===== src/rtl/core/scene_cut_detector_unit_assert.svh =====
// Assertion macros shared by the scene cut detector RTL.
`ifndef SCENE_CUT_DETECTOR_UNIT_ASSERT_SVH
`define SCENE_CUT_DETECTOR_UNIT_ASSERT_SVH

// Same-cycle implication, disabled while reset is asserted.
`define SCD_ASSERT_NOW(label, clk, rst_n, ante, cons) \
    label: assert property (@(posedge clk) disable iff (!rst_n) (ante) |-> (cons)) \
        else $error("scene cut detector: assertion failed");

// Next-cycle implication, disabled while reset is asserted.
`define SCD_ASSERT_NEXT(label, clk, rst_n, ante, cons) \
    label: assert property (@(posedge clk) disable iff (!rst_n) (ante) |=> (cons)) \
        else $error("scene cut detector: assertion failed");

`endif


===== src/rtl/core/scd_pkg.sv =====
// Shared constants for the scene cut detector.
package scd_pkg;

    localparam int LEVELS_DEF   = 8;
    localparam int LEVELS_MAX   = 8;

    localparam int ORDER_W      = 24;
    localparam int ACT_W        = 16;
    localparam int PSNR_W       = 16;
    localparam int LAYER_W      = 3;
    localparam int BD_W         = 5;
    localparam int GOP_W        = 7;
    localparam int CUT_W        = 26;

    localparam int CFG_IDX_W    = 1;
    localparam int CFG_DATA_W   = 7;

    // Configuration register indexes
    localparam logic [CFG_IDX_W-1:0] REG_BIT_DEPTH = 1'd0;
    localparam logic [CFG_IDX_W-1:0] REG_GOP_SIZE  = 1'd1;

    localparam logic [BD_W-1:0]  BIT_DEPTH_RST = 5'd10;
    localparam logic [GOP_W-1:0] GOP_SIZE_RST  = 7'd32;

    // Activity jump: act * 64 > prev * 181
    localparam int ACT_PROD_W = 24;
    localparam logic [7:0] ACT_MUL_CUR  = 8'd64;
    localparam logic [7:0] ACT_MUL_PREV = 8'd181;

    // 4.5 dB in Q8.8
    localparam logic [PSNR_W-1:0] PSNR_JUMP_Q8 = 16'd1152;

    // Low-activity threshold is 2^(bit_depth - 6)
    localparam logic [BD_W-1:0] LOW_ACT_BD_OFS = 5'd6;

    localparam logic signed [CUT_W-1:0] CUT_RESET_ORDER = -26'sd100;

endpackage


===== src/rtl/core/scene_cut_detector_unit.sv =====
// Scene cut detector top level: cut decision, cut spacing, per-layer refresh.
//
// Usage:
//   Input channel (in_valid / in_stall) carries one first-pass statistics
//   record per transfer, in ascending picture order. Output channel
//   (out_valid / out_stall) returns exactly one result per record:
//   new_scene (accepted cut at this frame) and refresh (this layer's rate
//   parameters must be refreshed).
//   A record's result is registered: into the result register when that
//   is free or being read, else into the skid entry. Throughput: one record
//   per cycle while in_stall is low; the whole decision is a single layer of
//   compare logic between the state registers and the result register.
//   A result register plus a one-entry skid buffer part the two sides, so a
//   record is still taken while one result waits. in_stall rises only while
//   the skid entry is occupied, i.e. after the receiver has held out_stall
//   with two results pending; it is a register output.
//   Reset (rst_n low, async) clears the cut history (last cut at -100),
//   previous activity / intra PSNR, all refresh flags and both result slots;
//   bit_depth returns to 10 and gop_size to 32. The user must write the
//   configuration (cfg_we, cfg_index, cfg_data) only while idle; no guard.
module scene_cut_detector_unit #(
    parameter int LEVELS = scd_pkg::LEVELS_DEF
) (
    input  logic                           clk,
    input  logic                           rst_n,
    // configuration write port
    input  logic                           cfg_we,
    input  logic [scd_pkg::CFG_IDX_W-1:0]  cfg_index,
    input  logic [scd_pkg::CFG_DATA_W-1:0] cfg_data,
    // input channel
    input  logic                           in_valid,
    output logic                           in_stall,
    input  logic [scd_pkg::ORDER_W-1:0]    pic_order,
    input  logic [scd_pkg::ACT_W-1:0]      activity,
    input  logic [scd_pkg::PSNR_W-1:0]     psnr_q8,
    input  logic                           intra,
    input  logic [scd_pkg::LAYER_W-1:0]    layer,
    // output channel
    output logic                           out_valid,
    input  logic                           out_stall,
    output logic                           new_scene,
    output logic                           refresh
);
    import scd_pkg::*;

    localparam int IDX_W = (LEVELS > 1) ? $clog2(LEVELS) : 1;
    localparam logic [LAYER_W:0] LEVELS_CNT = (LAYER_W+1)'(LEVELS);
    localparam logic [LEVELS-1:0] ALL_FLAGS = {LEVELS{1'b1}};

    // configuration
    logic [BD_W-1:0]  bit_depth_reg;
    logic [GOP_W-1:0] gop_size_reg;

    // decision state
    logic [ACT_W-1:0]         prev_activity_reg, prev_activity_next;
    logic [PSNR_W-1:0]        prev_intra_psnr_reg, prev_intra_psnr_next;
    logic signed [CUT_W-1:0]  last_cut_order_reg, last_cut_order_next;
    logic [LEVELS-1:0]        refresh_pending_reg, refresh_pending_next;

    // result register and skid entry
    logic out_valid_reg, out_valid_next;
    logic out_new_scene_reg, out_new_scene_next;
    logic out_refresh_reg, out_refresh_next;
    logic skid_valid_reg, skid_valid_next;
    logic skid_new_scene_reg, skid_new_scene_next;
    logic skid_refresh_reg, skid_refresh_next;

    logic in_xfer, out_xfer;

    // decision datapath
    logic [BD_W-1:0]        shift_c;
    logic                   low_act_c;
    logic [ACT_PROD_W-1:0]  cur_prod_c, prev_prod_c;
    logic                   jump_c;
    logic [PSNR_W-1:0]      pdiff_c;
    logic                   intra_cut_c;
    logic                   raw_cut_c;
    logic signed [CUT_W:0]  min_order_c;
    logic signed [CUT_W:0]  order_ext_c;
    logic                   accept_c;
    logic                   layer_ok_c;
    logic [IDX_W-1:0]       layer_idx_c;
    logic [LEVELS-1:0]      pending_set_c;
    logic                   refresh_c;

    assign in_stall  = skid_valid_reg;
    assign in_xfer   = in_valid && !skid_valid_reg;
    assign out_valid = out_valid_reg;
    assign new_scene = out_new_scene_reg;
    assign refresh   = out_refresh_reg;
    assign out_xfer  = out_valid_reg && !out_stall;

    always_comb
    begin
        // low activity (layer 0 or 1): thresholds of 2^16 and above pass every frame
        shift_c   = (bit_depth_reg >= LOW_ACT_BD_OFS) ? bit_depth_reg - LOW_ACT_BD_OFS : '0;
        low_act_c = (layer <= LAYER_W'(1)) &&
                    ((shift_c >= BD_W'(ACT_W)) ||
                     ({1'b0, activity} <= ((ACT_W+1)'(1) << shift_c[3:0])));

        cur_prod_c  = ACT_PROD_W'(activity) * ACT_PROD_W'(ACT_MUL_CUR);
        prev_prod_c = ACT_PROD_W'(prev_activity_reg) * ACT_PROD_W'(ACT_MUL_PREV);
        jump_c      = cur_prod_c > prev_prod_c;

        pdiff_c     = (psnr_q8 >= prev_intra_psnr_reg) ? psnr_q8 - prev_intra_psnr_reg
                                                       : prev_intra_psnr_reg - psnr_q8;
        intra_cut_c = intra && (activity > prev_activity_reg) && (pdiff_c > PSNR_JUMP_Q8);

        raw_cut_c   = jump_c || low_act_c || intra_cut_c;

        // minimum spacing is half the group size
        min_order_c = {last_cut_order_reg[CUT_W-1], last_cut_order_reg} +
                      $signed({(CUT_W+1-(GOP_W-1))'(0), gop_size_reg[GOP_W-1:1]});
        order_ext_c = $signed({(CUT_W+1-ORDER_W)'(0), pic_order});
        accept_c    = raw_cut_c && (order_ext_c >= min_order_c);

        pending_set_c = accept_c ? ALL_FLAGS : refresh_pending_reg;
        layer_ok_c    = {1'b0, layer} < LEVELS_CNT;
        layer_idx_c   = IDX_W'(layer);
        refresh_c     = layer_ok_c && pending_set_c[layer_idx_c];

        prev_activity_next   = prev_activity_reg;
        prev_intra_psnr_next = prev_intra_psnr_reg;
        last_cut_order_next  = last_cut_order_reg;
        refresh_pending_next = refresh_pending_reg;
        if (in_xfer)
        begin
            prev_activity_next = activity;
            if (intra)
            begin
                prev_intra_psnr_next = psnr_q8;
            end
            if (accept_c)
            begin
                last_cut_order_next = $signed({(CUT_W-ORDER_W)'(0), pic_order});
            end
            refresh_pending_next = pending_set_c;
            if (layer_ok_c)
            begin
                refresh_pending_next[layer_idx_c] = 1'b0;
            end
        end
    end

    // result slot and skid entry
    always_comb
    begin
        out_valid_next      = out_valid_reg && !out_xfer;
        out_new_scene_next  = out_new_scene_reg;
        out_refresh_next    = out_refresh_reg;
        skid_valid_next     = skid_valid_reg;
        skid_new_scene_next = skid_new_scene_reg;
        skid_refresh_next   = skid_refresh_reg;

        if (skid_valid_reg && out_xfer)
        begin
            out_valid_next     = 1'b1;
            out_new_scene_next = skid_new_scene_reg;
            out_refresh_next   = skid_refresh_reg;
            skid_valid_next    = 1'b0;
        end
        else if (in_xfer)
        begin
            if (!out_valid_reg || out_xfer)
            begin
                out_valid_next     = 1'b1;
                out_new_scene_next = accept_c;
                out_refresh_next   = refresh_c;
            end
            else
            begin
                skid_valid_next     = 1'b1;
                skid_new_scene_next = accept_c;
                skid_refresh_next   = refresh_c;
            end
        end
    end

    always_ff @(posedge clk or negedge rst_n)
    begin
        if (!rst_n)
        begin
            bit_depth_reg       <= BIT_DEPTH_RST;
            gop_size_reg        <= GOP_SIZE_RST;
            prev_activity_reg   <= '0;
            prev_intra_psnr_reg <= '0;
            last_cut_order_reg  <= CUT_RESET_ORDER;
            refresh_pending_reg <= '0;
            out_valid_reg       <= 1'b0;
            skid_valid_reg      <= 1'b0;
        end
        else
        begin
            if (cfg_we)
            begin
                unique case (cfg_index)
                    REG_BIT_DEPTH: bit_depth_reg <= cfg_data[BD_W-1:0];
                    REG_GOP_SIZE:  gop_size_reg  <= cfg_data[GOP_W-1:0];
                    default:       ;
                endcase
            end
            prev_activity_reg   <= prev_activity_next;
            prev_intra_psnr_reg <= prev_intra_psnr_next;
            last_cut_order_reg  <= last_cut_order_next;
            refresh_pending_reg <= refresh_pending_next;
            out_valid_reg       <= out_valid_next;
            skid_valid_reg      <= skid_valid_next;
        end
    end

    // payload, no reset
    always_ff @(posedge clk)
    begin
        out_new_scene_reg  <= out_new_scene_next;
        out_refresh_reg    <= out_refresh_next;
        skid_new_scene_reg <= skid_new_scene_next;
        skid_refresh_reg   <= skid_refresh_next;
    end

`include "scene_cut_detector_unit_assert.svh"

    // skid entry only fills behind a waiting result
    `SCD_ASSERT_NOW(a_skid_behind_out, clk, rst_n, skid_valid_reg, out_valid_reg)
    `SCD_ASSERT_NOW(a_skid_fill_cause, clk, rst_n, $rose(skid_valid_reg),
        $past(out_valid_reg && out_stall))
    // an accepted cut becomes the new spacing reference
    `SCD_ASSERT_NEXT(a_cut_recorded, clk, rst_n, in_xfer && accept_c,
        last_cut_order_reg == $signed({(CUT_W-ORDER_W)'(0), $past(pic_order)}))

endmodule


===== config.mk =====
export PLATFORM = sky130hd
export DESIGN_NAME = scene_cut_detector_unit
export DESIGN_NICKNAME = d
export VERILOG_FILES = /design/src/rtl/core/scd_pkg.sv /design/src/rtl/core/scene_cut_detector_unit.sv
export VERILOG_INCLUDE_DIRS = /design/src /design/src/rtl/core
export SDC_FILE = /design/constraint.sdc
export NUM_CORES = 1
export LEC_CHECK = 0
export BUFFER_PORTS_ARGS = -buffer_cell sky130_fd_sc_hd__buf_2
export CAP_MARGIN = 20
export CORE_MARGIN = 5
export CORE_UTILIZATION = 48
export CTS_CLUSTER_SIZE = 12
export DETAILED_ROUTE_END_ITERATION = 10
export HOLD_SLACK_MARGIN = 0.02
export PLACE_DENSITY = 0.68
export SLEW_MARGIN = 20
export SYNTH_ARGS = -nofsm -noshare
export SYNTH_HDL_FRONTEND = slang
export SYNTH_SLANG_ARGS = --single-unit

===== constraint.sdc =====
create_clock -name clk -period 5.8 [get_ports clk]
set_input_delay 0.87 -clock clk [delete_from_list [all_inputs] [get_ports clk]]
set_output_delay 0.87 -clock clk [all_outputs]
set_load 0.01 [all_outputs]

==> results.md, run 1 <==
- DRT iter0 DRCs: 252
- CP Depth: 27
- Filler Cells Inserted: 1796
- Clock skew: 0.00917 ns
- Net total in the final layout: 1527
- Final core utilization: 0.589
- Portion of the clock cycle consumed by the worst path in the final layout: 1.02
- Commonest cells after routing, fill and taps aside: 155 x ha_1, 142 x inv_1, 90 x buf_4, 87 x nand2_1, 75 x buf_2
- Share of the yosys chip area belonging to registers: 0.215
- Tightest Hold Check Type: flip-flop to flip-flop
- Count of distinct cell types in the synthesized netlist: 66
- Clock-pin slew on the worst setup and hold paths: 0.06 ns
- Number of standard-cell rows in the floorplan: 52
- Yosys warnings: 0
- # DRC: 0
- Highest-utilization routing layer at the global route stage: met2
- Most common cell after layout, fill and taps aside: ha_1
- CTS Root Buffer Type: clkbuf_16
- Startpoint-to-endpoint class of the critical path: flip-flop to flip-flop
- Critical path capture point type: flip-flop
- Share of final-layout standard cells stronger than drive strength 1: 0.262
- Headroom to the max-slew limit: 0.380
- Max Slew Vio Count: 0
- Final hold violation count: 0
- Post-layout min period: 5.91 ns
- Worst setup path endpoint: last_cut_order_reg[6]
- Final setup violation count: 30
- Failing checks: setup timing
- R2r setup slk: -0.11 ns
- Horizontal extent of the die: 153 um
- Area of the die: 23300 um^2
- Cell family with the largest share of critical-path delay: adder cells
- CP max stage cell: fa_1
- Max frequency: 0.169 GHz
- Outcome: finished, violations left
- Worst setup startpoint: prev_activity_reg[11]
- R2R Path End: last_cut_order_reg[6]
- Number of sinks handled by clock tree synthesis: 82
- Worst slew pin tran: 0.927 ns
- Placed insts: 1486
- Overall die height: 153 um
- Mapped cell area: 9780 um^2
- Area growth from synthesis to final layout: 21.6%
- Flip-flop count of the largest register after layout: 25
- Via count: 8075
- Total clock buffers created by CTS: 9
- Yosys reg bits: 82
- Number of hold buffers added after cts: 0
- Post-detail-place hpwl: 18500 um
- Count of H-tree levels built during CTS: 3
- Routed WL per cell: 15.2 um
- Count of max-cap constraint violations: 0
- Type of origin of the critical path: flip-flop
- Average vias per placed instance: 5.31
- Final cell count without fillers: 1520
- Wire length of the first global-routing pass: 38500 um
- Post-Syn Nets: 1369
- IO Count: 77
- Initial Util: 0.485
- Fraction of synthesis flops using an asynchronous set or reset pin: 0.951
- Post-Syn Area per Cell: 8.99 um^2
- TritonCTS clock tree: yes
- Worst r2r path cells: 27
- Worst endpoint required time: 6.03 ns
- Number of buffers added on ports: 76
- Antenna diode instance count: 0
- Buf+Inv Stages, Crit Path: 8
- Predominant post-synthesis flop cell: dfrtp_1
- 1st-pass router iterations: 4
- Core Footprint: 20200 um^2
- Total routed wirelength: 23200 um
- Unrepaired setup endpoints after global routing: yes
- Worst Slack Setup Final: -0.112 ns
- Initial antenna violation count: 1
- Clock Path Buffers: 2
- Number of nets with antenna violations after routing: 0
- Aggregate global routing overflow: 0
- Max FO, Critical Path: 6
- Largest net degree at the start of global routing: 79
- GRT met1 Usage: 0.254
- Gate Count Post-Synth: 1087
- Clk Latency, worst-skew pair: 0.35 ns
- EDFF count, synth: 4
- Startpoint of the worst register-to-register path: prev_activity_reg[11]
- Critical Path Max Stage Delay: 0.53 ns
- Worst path arrival time: 6.14 ns
- Met3 layer usage reported by global route: 0.0270
- Routability cong.: 0.903
- Via count of the first global-routing pass: 8199
- Met2 global-route usage: 0.338
- Aggregate global-route resource usage: 0.196
==> routing by layer <==
metal / vias up / part of all wire / routed length, um
met5: - / 0.00047 / 11
met4: 2 / 0.025 / 589
met3: 49 / 0.027 / 631
met2: 103 / 0.49 / 11200
met1: 3819 / 0.46 / 10700
li1: 4102 / - / -
==> cells in the mapped netlist (26+ instances only) <==
cell type	instances	area, um^2
inv_1	148	556
dfrtp_1	54	1350
a21o_1	51	383
nor2_1	37	139
fa_1	34	681
nand2_1	89	334
xor2_1	33	289
a21oi_1	76	380
nand3_1	26	130
xnor2_1	31	272
ha_1	175	2190
o21ai_0	60	300
==> what timing repair did <==
item / CTS / global route
pin swaps: 30 / 14
endpoints found under the hold margin: 0 / 0
gates resized for setup: 44 / 29
setup endpoints to repair: 37 / 37
buffers inserted: 16 / 0
cloned: 2 / 0
==> kinds of logic after synthesis <==
| group | after synthesis | synth area share |
|---|---|---|
| compound gates | 263 | 0.172 |
| fa+ha+maj | 209 | 0.294 |
| xor+xnor | 64 | 0.0573 |
| simple gates | 248 | 0.125 |
| mux | 47 | 0.0630 |
| flops | 82 | 0.215 |
| buf+inv | 174 | 0.0749 |
==> metrics by stage <==
step | hold WS (ns) | setup TNS [ns] | cell area (um^2) | worst slack [ns]
after detailed placement | 0.501 | -8.36 | 11000 | -0.305
final | 0.514 | -2.44 | 11900 | -0.112
after floorplan | 0.475 | 0 | 9850 | 0.00121
after global routing | 0.527 | -12.62 | 11900 | -0.408
after CTS | 0.516 | -1.88 | 11700 | -0.0838
after global placement | 0.490 | -6.87 | 11000 | -0.266
==> worst min path at each step <==
stage,start,endpoint,slack [ns],cells after the start
2_1_floorplan,prev_intra_psnr_reg[0],prev_intra_psnr_reg[0],0.48,2
3_3_place_gp,prev_intra_psnr_reg[15],prev_intra_psnr_reg[15],0.49,1
3_5_place_dp,prev_intra_psnr_reg[4],prev_intra_psnr_reg[4],0.50,2
4_1_cts,prev_intra_psnr_reg[4],prev_intra_psnr_reg[4],0.52,2
5_1_grt,last_cut_order_reg[24],last_cut_order_reg[24],0.53,1
6_report,prev_intra_psnr_reg[2],prev_intra_psnr_reg[2],0.51,2
==> cell type report <==
class | instances | area, um^2 | area share
well taps | 270 | 338 | 0.0284
multi-input cells | 831 | 7400 | 0.622
clock inverters | 7 | 75.1 | 0.00632
clock buffers | 9 | 225 | 0.0189
flip-flops and latches | 82 | 2110 | 0.177
inverters | 148 | 556 | 0.0467
repair buffers | 173 | 1190 | 0.100
==> worst reg2reg max path: cells and delay by family, from the launching register on <==
family / cells / cell delay (ns)
buffers and inverters: 8 / 0.81
XOR/XNOR: 1 / 0.12
AO/OA/AOI/OAI: 6 / 1.01
multiplexers: 1 / 0.29
adder cells (fa/ha/maj): 6 / 2.46
flip-flops: 1 / 0.43
AND/OR/NAND/NOR: 5 / 0.69
Power of run 1 is not shown: default switching activity piles up to over one toggle a cycle in this logic, so the estimate is an artifact.
==> inputs of run 2 (changes only) <==
--- a/config.mk
+++ b/config.mk
@@ -15,3 +15,4 @@
 export HOLD_SLACK_MARGIN = 0.02
-export PLACE_DENSITY = 0.68
+export MAX_ROUTING_LAYER = met4
+export PLACE_DENSITY = 0.65
 export SLEW_MARGIN = 20
==> constraint.sdc (replaced) <==
create_clock -name clk -period 6.6 [get_ports clk]
set_input_delay 1.32 -clock clk [delete_from_list [all_inputs] [get_ports clk]]
set_output_delay 1.32 -clock clk [all_outputs]
set_load 0.01 [all_outputs]
==> run 2 against run 1 <==
- the run now ends clean
- design area is 7.5% lower
- die area stayed put
- critical path depth is 1 higher
- first-iteration DRC count is 29% higher
- maximum frequency is 7.2% lower
- critical path type unchanged
==> results.md, run 2 (synthesized netlist as in run 1, its figures left out) <==
- Clk Latency, worst-skew pair: 0.35 ns (about the same)
- Via count: 7843 (-2.9%)
- Clock-pin slew on the worst setup and hold paths: 0.06 ns (about the same)
- Headroom to the max-slew limit: 0.369 (-0.0118)
- Share of final-layout standard cells stronger than drive strength 1: 0.175 (-0.0867)
- Worst path arrival time: 6.60 ns (+0.46 ns)
- Core Footprint: 20200 um^2 (unchanged)
- Initial Util: 0.485 (unchanged)
- 1st-pass router iterations: 5 (+1)
- Placed Area: 10400 um^2 (-5.1%)
- Worst endpoint required time: 6.83 ns (+0.80 ns)
- Final design area excluding fillers: 11000 um^2 (-7.5%)
- Aggregate global routing overflow: 0 (unchanged)
- Startpoint of the tightest hold check path: prev_intra_psnr_reg[6]
- Final setup violation count: 0 (-100%)
- Highest-utilization routing layer at the global route stage: met2
- Count of max-cap constraint violations: 0 (unchanged)
- Commonest cells after routing, fill and taps aside: 169 x ha_1, 148 x inv_1, 88 x nand2_1, 75 x buf_2, 74 x a21oi_1
- Critical path capture point type: flip-flop
- Via count of the first global-routing pass: 7914 (-3.5%)
- Average vias per placed instance: 5.44 (+2.3%)
- Post-detail-place hpwl: 18200 um (-1.2%)
- Startpoint of the worst register-to-register path: prev_activity_reg[8]
- Portion of the clock cycle consumed by the worst path in the final layout: 0.965 (-0.0546)
- Max frequency: 0.157 GHz (-7.2%)
- Max Slew Vio Count: 0 (unchanged)
- IO Count: 77 (unchanged)
- Final hold violation count: 0 (unchanged)
- Overall die height: 153 um (unchanged)
- Total clock buffers created by CTS: 9 (unchanged)
- Number of hold buffers added after cts: 0 (unchanged)
- CTS Root Buffer Type: clkbuf_16
- CP max stage cell: fa_1
- Clock skew: 0.00790 ns (-0.00127 ns)
- Largest net degree at the start of global routing: 79 (unchanged)
- Met3 layer usage reported by global route: 0.0329 (+0.00596)
- Number of standard-cell rows in the floorplan: 52 (unchanged)
- Number of sinks handled by clock tree synthesis: 82 (unchanged)
- Tightest Hold Check Type: flip-flop to flip-flop
- R2r setup slk: 0.23 ns (+0.34 ns)
- Number of nets with antenna violations after routing: 0 (unchanged)
- Area of the die: 23300 um^2 (unchanged)
- Post-layout min period: 6.37 ns (+0.455 ns)
- Worst setup startpoint: prev_activity_reg[8]
- # DRC: 0 (unchanged)
- Worst hold slack across all endpoints: 0.512 ns (-0.00253 ns)
- TritonCTS clock tree: yes
- Count of H-tree levels built during CTS: 3 (unchanged)
- DRT iter0 DRCs: 326 (+29%)
- Aggregate global-route resource usage: 0.195 (-0.000339)
- Number of buffers added on ports: 76 (unchanged)
- Area growth from synthesis to final layout: 12.5%
- GRT met1 Usage: 0.250 (-0.00424)
- Net total in the final layout: 1449 (-5.1%)
- Clock Path Buffers: 2 (unchanged)
- Most used cell, CP: inv_1
- Worst slew pin tran: 0.945 ns (+0.0176 ns)
- Final cell count without fillers: 1443 (-5.1%)
- Startpoint-to-endpoint class of the critical path: flip-flop to flip-flop
- Total routed wirelength: 22500 um (-2.8%)
- Placed insts: 1420 (-4.4%)
- Final core utilization: 0.545 (-0.0442)
- Most common cell after layout, fill and taps aside: ha_1
- Wire length of the first global-routing pass: 37200 um (-3.3%)
- Routability cong.: 0.908 (+0.54%)
- Max FO, Critical Path: 9 (+3)
- Critical Path Max Stage Delay: 0.53 ns (about the same)
- Outcome: finished clean
- Type of origin of the critical path: flip-flop
- Initial antenna violation count: 1 (unchanged)
- Horizontal extent of the die: 153 um (unchanged)
- Met2 global-route usage: 0.325 (-0.0129)
- Flip-flop count of the largest register after layout: 25 (unchanged)
- Routed WL per cell: 15.6 um (+2.4%)
[run 2: critical path: cells and delay by family, from the launching register on]
family / cells / cell delay (ns)
buf+inv: 6 / 0.50
compound gates: 7 / 1.23
mux: 1 / 0.30
xor+xnor: 1 / 0.10
flops: 1 / 0.44
fa+ha+maj: 6 / 2.55
simple gates: 7 / 1.09
[run 2: cell type report]
cell class | instances | area (um^2)
Sequential cell | 82 | 2110
Timing Repair Buffer | 95 | 602
Antenna cell | 1 | 2.50
Clock inverter | 7 | 100
Multi-Input combinational cell | 831 | 7070
Clock buffer | 9 | 225
Fill cell | 1881 | 9170
Tap cell | 270 | 338
Inverter | 148 | 556
[run 2: worst paths after layout]
path                                           to  cells after the start
max                         last_cut_order_reg[5]                     28
min                        prev_intra_psnr_reg[6]                      2
max reg2reg                 last_cut_order_reg[5]                     28
min reg2reg                prev_intra_psnr_reg[6]                      2
max in group asynchronous    prev_activity_reg[9]                      1
min in group asynchronous  prev_intra_psnr_reg[0]                      1
[run 2: repair_timing]
item / 4_1_cts / 5_1_grt
pin swaps: 0 / 10
resized for setup: 2 / 23
cloned: 0 / 2
setup endpoints to repair: 24 / 37
setup buffers: 0 / 4
[run 2: through the flow]
step	setup slack, ns	TNS [ns]
floorplan	0.434	0
global placement	0.0972	0
detailed placement	-0.0467	-0.350
CTS	0.0379	0
global route	-0.0776	-0.959
finish	0.233	0
[run 2: metal layers]
metal,up-vias,wire [um]
met5,-,0
met4,0,374
met3,23,795
met2,124,10900
li1,3949,-
met1,3747,10400
Power of run 2 is left out for the same reason.
